### config.mk
export PLATFORM = sky130hd
export DESIGN_NAME = fixed_array_list
export DESIGN_NICKNAME = d
export VERILOG_FILES = /design/src/sv/fal_pkg.sv /design/src/sv/fal_cell.sv /design/src/sv/fal_ctrl.sv /design/src/sv/fixed_array_list.sv
export SDC_FILE = /design/constraint.sdc
export NUM_CORES = 1
export LEC_CHECK = 0
export BUFFER_PORTS_ARGS = -buffer_cell sky130_fd_sc_hd__buf_2
export CAP_MARGIN = 20
export CORE_AREA = 3 3 284 286
export DETAILED_ROUTE_END_ITERATION = 8
export DIE_AREA = 0 0 287 289
export PLACE_DENSITY = 0.64
export SYNTH_ARGS = -nofsm -noshare
export SYNTH_HDL_FRONTEND = slang
export SYNTH_HIERARCHICAL = 1
export SYNTH_SLANG_ARGS = --single-unit
### constraint.sdc
create_clock -name clk -period 14.9 [get_ports clk]
set_input_delay 2.98 -clock clk [delete_from_list [all_inputs] [get_ports clk]]
set_output_delay 2.98 -clock clk [all_outputs]
set_load 0.01 [all_outputs]
### src/sv/fal_pkg.sv
// shared types and codes for the fixed array list
`default_nettype none
package fal_pkg;

	localparam int DEF_CAPACITY   = 16;
	localparam int DEF_VALUE_BITS = 32;

	typedef enum logic [2:0] {
		OP_INS_REAR = 3'd0,
		OP_INS_AT   = 3'd1,
		OP_REM_REAR = 3'd2,
		OP_REM_AT   = 3'd3,
		OP_DUMP     = 3'd4
	} op_t;

	localparam logic [1:0] ST_OK     = 2'd0;
	localparam logic [1:0] ST_FULL   = 2'd1;
	localparam logic [1:0] ST_EMPTY  = 2'd2;
	localparam logic [1:0] ST_BADIDX = 2'd3;

	typedef enum logic [1:0] {
		CMD_HOLD,
		CMD_INSERT,
		CMD_REMOVE,
		CMD_ROTATE
	} cell_cmd_t;

	typedef enum logic {
		S_IDLE,
		S_DUMP
	} state_t;

endpackage
`default_nettype wire

### src/sv/fal_cell.sv
// one storage cell of the list, fed by its left and right neighbors
`default_nettype none
module fal_cell #(
	parameter int VALUE_BITS = 32,
	parameter int IW         = 4,
	parameter int INDEX      = 0
) (
	input  wire                    clk,
	input  wire fal_pkg::cell_cmd_t cmd,
	input  wire  [IW-1:0]          pos,
	input  wire  [IW-1:0]          last_idx,
	input  wire  [VALUE_BITS-1:0]  new_value,
	input  wire  [VALUE_BITS-1:0]  left_value,
	input  wire  [VALUE_BITS-1:0]  right_value,
	input  wire  [VALUE_BITS-1:0]  head_value,
	output logic [VALUE_BITS-1:0]  value
);
	import fal_pkg::*;

	localparam logic [IW-1:0] MY_IDX = IW'(INDEX);

	logic [VALUE_BITS-1:0] value_q;

	always_ff @(posedge clk) begin
		unique case (cmd)
			CMD_INSERT: begin
				if (MY_IDX > pos) begin
					value_q <= left_value;
				end else if (MY_IDX == pos) begin
					value_q <= new_value;
				end
			end
			CMD_REMOVE: begin
				if (MY_IDX >= pos) begin
					value_q <= right_value;
				end
			end
			CMD_ROTATE: begin
				// head wraps around to the last occupied cell
				if (MY_IDX == last_idx) begin
					value_q <= head_value;
				end else if (MY_IDX < last_idx) begin
					value_q <= right_value;
				end
			end
			default: begin
			end
		endcase
	end

	assign value = value_q;

endmodule
`default_nettype wire

### src/sv/fal_ctrl.sv
// operation decode, element count, dump sequencer and output register
`default_nettype none
module fal_ctrl #(
	parameter int CAPACITY   = 16,
	parameter int VALUE_BITS = 32,
	parameter int IW         = 4,
	parameter int CW         = 5
) (
	input  wire                    clk,
	input  wire                    arst_n,
	input  wire                    in_valid,
	output logic                   in_stall,
	input  wire  [2:0]             opcode,
	input  wire  [3:0]             position,
	input  wire  [VALUE_BITS-1:0]  head_value,
	output fal_pkg::cell_cmd_t     cmd,
	output logic [IW-1:0]          cell_pos,
	output logic [IW-1:0]          last_idx,
	output logic                   out_valid,
	input  wire                    out_stall,
	output logic [1:0]             status,
	output logic [31:0]            read_value,
	output logic [3:0]             read_index,
	output logic [4:0]             entry_count,
	output logic                   last
);
	import fal_pkg::*;

	localparam int CMPW = (CW > 5) ? CW : 5;
	localparam logic [CMPW-1:0] CAP_W = CMPW'(CAPACITY);

	state_t          state_q, state_d;
	logic [CW-1:0]   count_q, count_d;
	logic [IW-1:0]   idx_q, idx_d;
	logic            out_valid_q, out_valid_d;
	logic [1:0]      status_q;
	logic [31:0]     read_value_q;
	logic [3:0]      read_index_q;
	logic [4:0]      entry_count_q;
	logic            last_q;

	logic            accept, out_free, load;
	logic [1:0]      ld_status;
	logic [31:0]     ld_value;
	logic [3:0]      ld_index;
	logic            ld_last;
	logic [CMPW-1:0] pos_w, cnt_w, lastw, idx_w, cnt_new_w;
	logic [63:0]     head_ext;

	assign pos_w    = CMPW'(position);
	assign cnt_w    = CMPW'(count_q);
	assign lastw    = cnt_w - CMPW'(1);
	assign idx_w    = CMPW'(idx_q);
	assign head_ext = 64'(head_value);
	assign last_idx = lastw[IW-1:0];

	assign out_free = !out_valid_q || !out_stall;
	assign in_stall = (state_q != S_IDLE) || !out_free;
	assign accept   = in_valid && !in_stall;

	always_comb begin
		state_d   = state_q;
		count_d   = count_q;
		idx_d     = idx_q;
		cmd       = CMD_HOLD;
		cell_pos  = pos_w[IW-1:0];
		load      = 1'b0;
		ld_status = ST_OK;
		ld_value  = '0;
		ld_index  = '0;
		ld_last   = 1'b1;
		unique case (state_q)
			S_IDLE: begin
				if (accept) begin
					load = 1'b1;
					unique case (op_t'(opcode))
						OP_INS_REAR: begin
							if (cnt_w >= CAP_W) begin
								ld_status = ST_FULL;
							end else begin
								cmd      = CMD_INSERT;
								cell_pos = cnt_w[IW-1:0];
								count_d  = CW'(count_q + CW'(1));
							end
						end
						OP_INS_AT: begin
							if (cnt_w >= CAP_W) begin
								ld_status = ST_FULL;
							end else if (pos_w > cnt_w) begin
								ld_status = ST_BADIDX;
							end else begin
								cmd     = CMD_INSERT;
								count_d = CW'(count_q + CW'(1));
							end
						end
						OP_REM_REAR: begin
							if (count_q == '0) begin
								ld_status = ST_EMPTY;
							end else begin
								count_d = CW'(count_q - CW'(1));
							end
						end
						OP_REM_AT: begin
							if (count_q == '0) begin
								ld_status = ST_EMPTY;
							end else if (pos_w >= cnt_w) begin
								ld_status = ST_BADIDX;
							end else begin
								cmd     = CMD_REMOVE;
								count_d = CW'(count_q - CW'(1));
							end
						end
						OP_DUMP: begin
							if (count_q == '0) begin
								ld_status = ST_EMPTY;
							end else begin
								// results come from the dump sequencer instead
								load    = 1'b0;
								idx_d   = '0;
								state_d = S_DUMP;
							end
						end
						default: begin
						end
					endcase
				end
			end
			S_DUMP: begin
				if (out_free) begin
					load     = 1'b1;
					cmd      = CMD_ROTATE;
					ld_value = head_ext[31:0];
					ld_index = idx_w[3:0];
					ld_last  = (idx_w == lastw);
					idx_d    = IW'(idx_q + IW'(1));
					if (idx_w == lastw) begin
						state_d = S_IDLE;
					end
				end
			end
			default: begin
			end
		endcase
		cnt_new_w = CMPW'(count_d);
		if (load) begin
			out_valid_d = 1'b1;
		end else if (!out_stall) begin
			out_valid_d = 1'b0;
		end else begin
			out_valid_d = out_valid_q;
		end
	end

	always_ff @(posedge clk or negedge arst_n) begin
		if (!arst_n) begin
			state_q     <= S_IDLE;
			count_q     <= '0;
			idx_q       <= '0;
			out_valid_q <= 1'b0;
		end else begin
			state_q     <= state_d;
			count_q     <= count_d;
			idx_q       <= idx_d;
			out_valid_q <= out_valid_d;
		end
	end

	always_ff @(posedge clk) begin
		if (load) begin
			status_q      <= ld_status;
			read_value_q  <= ld_value;
			read_index_q  <= ld_index;
			entry_count_q <= cnt_new_w[4:0];
			last_q        <= ld_last;
		end
	end

	assign out_valid   = out_valid_q;
	assign status      = status_q;
	assign read_value  = read_value_q;
	assign read_index  = read_index_q;
	assign entry_count = entry_count_q;
	assign last        = last_q;

endmodule
`default_nettype wire

### src/sv/fixed_array_list.sv
// top level of the fixed array list: row of cells plus controller
// Ordered list of up to CAPACITY values held in a row of cells, one value per
// cell, all cells shifting together. Insert and remove (at the rear or at an
// index) and refused operations each give one result transaction, registered and
// shown the cycle after acceptance. A dump of a list of n elements holds the
// input from its acceptance until its last element is read out and gives n
// transactions, head first: the state register moves to dump, then the first
// result is registered. The row rotates one place per cycle while the output
// register is free, and the head cell is read out, so after the dump the list
// is back in its original order. The input is stalled while a dump runs and
// while the output register holds a result that is itself stalled.
`default_nettype none
module fixed_array_list #(
	parameter int CAPACITY   = fal_pkg::DEF_CAPACITY,
	parameter int VALUE_BITS = fal_pkg::DEF_VALUE_BITS
) (
	input  wire         clk,
	input  wire         arst_n,
	input  wire         in_valid,
	output logic        in_stall,
	input  wire  [2:0]  opcode,
	input  wire  [3:0]  position,
	input  wire  [31:0] item_value,
	output logic        out_valid,
	input  wire         out_stall,
	output logic [1:0]  status,
	output logic [31:0] read_value,
	output logic [3:0]  read_index,
	output logic [4:0]  entry_count,
	output logic        last
);
	import fal_pkg::*;

	localparam int IW = (CAPACITY > 1) ? $clog2(CAPACITY) : 1;
	localparam int CW = $clog2(CAPACITY + 1);

	cell_cmd_t             cmd;
	logic [IW-1:0]         cell_pos;
	logic [IW-1:0]         last_idx;
	logic [63:0]           item_ext;
	logic [VALUE_BITS-1:0] new_value;
	logic [VALUE_BITS-1:0] cell_val [CAPACITY];

	assign item_ext  = 64'(item_value);
	assign new_value = item_ext[VALUE_BITS-1:0];

	for (genvar i = 0; i < CAPACITY; i++) begin : g_cell
		logic [VALUE_BITS-1:0] left_v, right_v;
		if (i == 0) begin : g_first
			assign left_v = new_value;
		end else begin : g_mid_l
			assign left_v = cell_val[i-1];
		end
		if (i == CAPACITY - 1) begin : g_end
			assign right_v = cell_val[i];
		end else begin : g_mid_r
			assign right_v = cell_val[i+1];
		end
		fal_cell #(
			.VALUE_BITS (VALUE_BITS),
			.IW         (IW),
			.INDEX      (i)
		) u_cell (
			.clk         (clk),
			.cmd         (cmd),
			.pos         (cell_pos),
			.last_idx    (last_idx),
			.new_value   (new_value),
			.left_value  (left_v),
			.right_value (right_v),
			.head_value  (cell_val[0]),
			.value       (cell_val[i])
		);
	end

	fal_ctrl #(
		.CAPACITY   (CAPACITY),
		.VALUE_BITS (VALUE_BITS),
		.IW         (IW),
		.CW         (CW)
	) u_ctrl (
		.clk         (clk),
		.arst_n      (arst_n),
		.in_valid    (in_valid),
		.in_stall    (in_stall),
		.opcode      (opcode),
		.position    (position),
		.head_value  (cell_val[0]),
		.cmd         (cmd),
		.cell_pos    (cell_pos),
		.last_idx    (last_idx),
		.out_valid   (out_valid),
		.out_stall   (out_stall),
		.status      (status),
		.read_value  (read_value),
		.read_index  (read_index),
		.entry_count (entry_count),
		.last        (last)
	);

endmodule
`default_nettype wire

==> results of run 1 <==
## cells by family after synthesis
group           Yosys count  share of synthesized area, %
compound gates         1315                          27.1
flops                   567                          44.3
buf+inv                 543                          7.76
simple gates            490                          8.55
mux                     418                          11.7
xor+xnor                 12                         0.274
fa+ha+maj                 9                         0.287
## state kept, by name (all words and copies together) (netlist names)
name	count
g_cell.u_cell/value	512
u_ctrl/cnt_w	5
u_ctrl/entry_count	5
u_ctrl/idx_q	4
u_ctrl/last	1
u_ctrl/out_valid	1
u_ctrl/read_index	4
u_ctrl/read_value	32
u_ctrl/state_q	1
u_ctrl/status	2
## worst max-delay path, cell delays in order
cell	delay, ps
buf_2	110
ha_1	320
nor2b_1	170
o2111a_1	290
o21bai_1	350
nand2_1	220
o21ai_4	760
buf_12	600
nand3_2	140
buf_4	400
o22ai_4	640
buf_4	410
## worst paths after layout
| check | startpoint | to | slack [ps] | cells past startpoint |
|---|---|---|---|---|
| setup / recovery | position[1] | g_cell[13].u_cell/value[29] | 7610 | 12 |
| hold reg to reg | u_ctrl/out_valid | u_ctrl/out_valid | 570 | 2 |
| min in group asynchronous | arst_n | u_ctrl/cnt_w[4] | 2240 | 1 |
| max in group asynchronous | arst_n | u_ctrl/idx_q[1] | 12430 | 1 |
| hold / removal | u_ctrl/out_valid | u_ctrl/out_valid | 570 | 2 |
| setup reg to reg | u_ctrl/cnt_w[2] | g_cell[13].u_cell/value[29] | 9240 | 12 |
## cell usage after synthesis, drive strengths merged (108+ instances only)
cell type | count | area [um2]
clkbuf | 169 | 678
a22oi | 160 | 1350
a2bb2oi | 129 | 1760
buf | 188 | 1600
mux2 | 192 | 2240
mux2i | 226 | 2260
o31a | 130 | 1140
nand3 | 108 | 601
a221o | 126 | 1260
o21ai | 406 | 2070
inv | 185 | 694
edfxtp | 556 | 16700
## through the flow
step	power [mW]	instance area (um2)	setup slack [ps]	instances	hold slack (ps)
floorplan	5.83	38300	2930	3354	511
global placement	6.70	38600	7150	4192	552
detailed placement	6.87	38600	6980	4194	550
CTS	8.53	40700	7640	4312	571
global route	9.08	41000	7400	4325	599
finish	8.67	41100	7610	4331	567
## per-layer routing
metal  wire, um  vias to the layer above
met3       9190                      336
li1           -                    13086
met5         55                        -
met2      56400                     1492
met4       3900                        8
met1      48700                    15318
## cell type report
class / instances / area share (%)
Multi-Input combinational cell: 2244 / 45.5
Sequential cell: 567 / 41.3
Clock buffer: 90 / 4.45
Tap cell: 1050 / 3.20
Timing Repair Buffer: 160 / 3.08
Inverter: 186 / 1.70
Clock inverter: 28 / 0.713
Antenna cell: 6 / 0.0366
## power breakdown
part           internal [mW]  switching [mW]
clock network          0.951           0.698
logic                   1.37            2.57
registers               2.67           0.410
==> out/results.ini, run 1 <==
[finish]
drive_above_1_share_pct = 18.5
multi_input_comb_area_um2 = 18700
seq_area_um2 = 17000
nFillCells = 6827
final_common_cell = edfxtp_1
area_delta_synth_final_pct = 7.19
nets = 3278
layout_common_cells = edfxtp_1 (556), o21ai_0 (261), mux2i_1 (225)
post-route-util_pct = 52.2

[yosys]
syn-cell-area_um2 = 38300
ys_ff_latch = 567
yosysUniqueCellTypes = 119
synth_ff_type = edfxtp_1
synth.avg_cell_area_um2 = 11.4
ys_seq_area_share_pct = 44.3
synth_edf_count = 556
syn_inst = 3354
async_reset_ff_share_pct = 1.94
synth_nets = 3405
synth_warnings = 6

[clocking]
clk_pin_slew_ps = 60
cts_setup_buffers = 0
cts.path.max_buffers = 3
cts-htree-levels = 3
numCtsBuffers = 68
cts-resized-gates = 0
cts_tree = yes
cts_hold_buf = 0
clock_sinks = 567
root_buffer = clkbuf_16
clock_latency_ps = 630

[route]
ant_nets = 0
drc = 0
drtPass1Iterations = 8
avgRoutedWirePerCell_um = 27.3
drt_wl_total_um = 118000
viasPerCell = 6.98
vias = 30240
dr.first_iter.drc_count = 3514

[sta]
tns_ps = 0
fin_skew_ps = 24.1
worst_pin_slew_ps = 1180
timing.final.crit_period_ps = 7290
rsz0062_at_grt = no
max_clock_freq_mhz = 137
slew_headroom_pct = 21.5
period_share_pct = 48.9
finalSetupViolations = 0
slew_violations = 0
hold_viol = 0

[die]
start_util_pct = 48.7
ioPinCount = 89
die_x_um = 287
dieHeight_um = 289
fp.coreArea_um2 = 78600
die_area_um2 = 82900
num_rows = 103

[grt]
met3_usage_pct = 3.97
grt.overflow.total = 0
met1_usage_pct = 37.3
antenna_found_initial = 9
met2_usage_pct = 45.2
grt_usage_pct = 27.6
grt_pass1_wl_um = 183000
grt_max_degree = 207
grt_pass1_vias = 30791
grt.busiest_layer = met2

[run_status]
status = finished, final reports clean

[run]
drv_cap = 0

[placement]
port_buffers = 88
dp_hpwl_um = 74500
gp_congestion = 0.847

[pwr]
p_leak_nw = 14.5
peakVddDrop_mv = 0.152
powerDensity_nw_per_um2 = 211

[critical_path]
setup.worst_path.start_class = primary input
path_max_fanout = 148
cp.required_ps = 15190
setup.worst_path.class = primary input to register
worstPathArrival_ps = 7580
endpoint_kind = register

[min_path]
hold_class = register to register

No activity file was read; power rests on OpenSTA's default activity.
==> run 2, diff against run 1 <==
- clock period: 14.9 -> 7.2 ns (I/O delays scaled with it)
==> out/results.ini, run 2 (synthesis gave the netlist of run 1 again) <==
[finish]
largest_reg_flops = 512  ; unchanged
layout_common_cells = edfxtp_1 (556), o21ai_0 (261), mux2i_1 (225)
post-route-util_pct = 52.3  ; about the same
nFillCells = 6798  ; -0.42%
final_common_cell = edfxtp_1
fin_cells = 4337  ; +0.14%
area_delta_synth_final_pct = 7.22  ; about the same
nets = 3279  ; +0.031%
drive_above_1_share_pct = 18.5  ; +0.022 points

[sta]
setup_ws_ps = 2070  ; -5540 ps
holdWs_ps = 571  ; +4.13 ps
fin_skew_ps = 30.3  ; +6.20 ps
rsz0062_at_grt = no
finalSetupViolations = 0  ; unchanged
slew_headroom_pct = 27.2  ; +5.7 points
worst_pin_slew_ps = 1090  ; -89.2 ps
tns_ps = 0  ; unchanged
max_clock_freq_mhz = 195
timing.final.crit_period_ps = 5130
period_share_pct = 71.2
hold_viol = 0  ; unchanged
slew_violations = 0  ; unchanged

[critical_path]
path_max_fanout = 120  ; -19%
r2r_end = g_cell[15].u_cell/value[3]
timing.rr.start = u_ctrl/state_q
worst_r2r_path_depth = 9  ; -3
endpoint_kind = register
rrSetupSlack_ps = 2220  ; -7020 ps
cp.required_ps = 7660  ; -7530 ps
setup.worst_path.start_class = primary input
worstPathArrival_ps = 5590  ; -1990 ps
setup.worst_path.class = primary input to register

[pwr]
powerDensity_nw_per_um2 = 430  ; +100%
p_leak_nw = 14.5  ; -0.10%
peakVddDrop_mv = 0.294  ; +94%

[clocking]
cts_tree = yes
cts.path.max_buffers = 3  ; unchanged
cts_setup_buffers = 0  ; unchanged
root_buffer = clkbuf_16
numCtsBuffers = 68  ; unchanged
clk_pin_slew_ps = 60  ; about the same
cts-htree-levels = 3  ; unchanged
clock_sinks = 567  ; unchanged
clock_latency_ps = 620  ; about the same
cts_hold_buf = 0  ; unchanged
cts-resized-gates = 0  ; unchanged

[route]
wl_met3_um = 7580  ; -18%
vias = 29868  ; -1.2%
drt_wl_total_um = 115000  ; -2.9%
met2WireLength_um = 54100  ; -4.0%
top_layer_used = met5
drc = 0  ; unchanged
ant_nets = 0  ; unchanged
dr.first_iter.drc_count = 3329  ; -5.3%
wl_met1_um = 49600  ; +1.9%
drtPass1Iterations = 6  ; -2
viasPerCell = 6.89  ; -1.4%
avgRoutedWirePerCell_um = 26.5  ; -3.0%

[placement]
dp_hpwl_um = 74500  ; about the same
dpl.cell_count = 4197  ; +0.072%
post-place-ws_ps = 1660  ; -5320 ps
port_buffers = 88  ; unchanged
gp_congestion = 0.835  ; -1.5%

[grt]
grt_pass1_wl_um = 180000  ; -1.6%
grt_max_degree = 145  ; -30%
grt_pass1_vias = 30801  ; +0.032%
antenna_found_initial = 8  ; -1
grt_usage_pct = 26.8  ; -0.75 points
grt.overflow.total = 0  ; unchanged

[min_path]
hold_class = register to register
whs_endpoint = u_ctrl/out_valid
hold_depth = 2  ; unchanged
worstHoldStart = u_ctrl/out_valid

[run_status]
status = finished, final reports clean

[run]
drv_cap = 0  ; unchanged

[die]
fp.coreArea_um2 = 78600  ; unchanged
ioPinCount = 89  ; unchanged
die_area_um2 = 82900  ; unchanged
start_util_pct = 48.7  ; unchanged
num_rows = 103  ; unchanged
die_x_um = 287  ; unchanged
dieHeight_um = 289  ; unchanged

run 2: cell count changes in the layout (fill, tap and decap cells not counted), moves of 2 or more:
| cell | previous run | this run |
|---|---|---|
| clkbuf_1 | 20 | 31 |
| clkinv_2 | 11 | 6 |
| bufinv_16 | 5 | 1 |
| clkinv_1 | 6 | 10 |
| clkbuf_8 | 0 | 3 |
| clkinvlp_4 | 3 | 0 |
| a21oi_2 | 2 | 4 |
| buf_8 | 2 | 4 |
| ha_1 | 8 | 6 |
| ha_4 | 0 | 2 |
| nand2_1 | 64 | 62 |
| nand2_2 | 2 | 4 |
run 2: stage by stage:
stage          cell area, um2  power (mW)
6_report                41100        17.7
3_5_place_dp            38700        14.1
2_1_floorplan           38400        12.1
4_1_cts                 40800        17.5
3_3_place_gp            38700        13.8
5_1_grt                 41100        18.6
run 2: worst max-delay path by stage:
stage	startpoint	end
6_report	out_stall	g_cell[12].u_cell/value[3]
5_1_grt	u_ctrl/state_q	g_cell[15].u_cell/value[14]
4_1_cts	u_ctrl/cnt_w[0]	g_cell[9].u_cell/value[15]
3_5_place_dp	out_stall	g_cell[15].u_cell/value[17]
3_3_place_gp	out_stall	g_cell[12].u_cell/value[5]
2_1_floorplan	position[1]	g_cell[1].u_cell/value[0]
run 2: power by group:
| part | switching [mW] | internal (mW) | total [mW] |
|---|---|---|---|
| Clock | 1.42 | 1.87 | 3.29 |
| Combinational | 5.19 | 2.82 | 8.00 |
| Sequential | 0.852 | 5.54 | 6.39 |
| Total | 7.46 | 10.2 | 17.7 |
run 2: cell type report:
class	instances	area, um2	area share, %
Clock inverter	20	140	0.341
Inverter	186	699	1.70
Multi-Input combinational cell	2244	18800	45.7
Clock buffer	104	1910	4.65
Timing Repair Buffer	161	1280	3.11
Sequential cell	567	17000	41.3
Tap cell	1050	1310	3.20
Antenna cell	5	12.5	0.0305
run 2: worst max-delay path, stage by stage:
cell	delay, ps
buf_2	110
nand2_1	780
nand2_1	510
o41ai_4	190
buf_12	450
inv_2	520
a21oi_2	660
buf_4	480
a221o_1	230
run 2: metal layers:
metal	GRT usage, %	vias up
met5	0	-
met3	3.63	272
met2	43.5	1323
met1	36.9	15149
met4	9.66	10
li1	-	13114
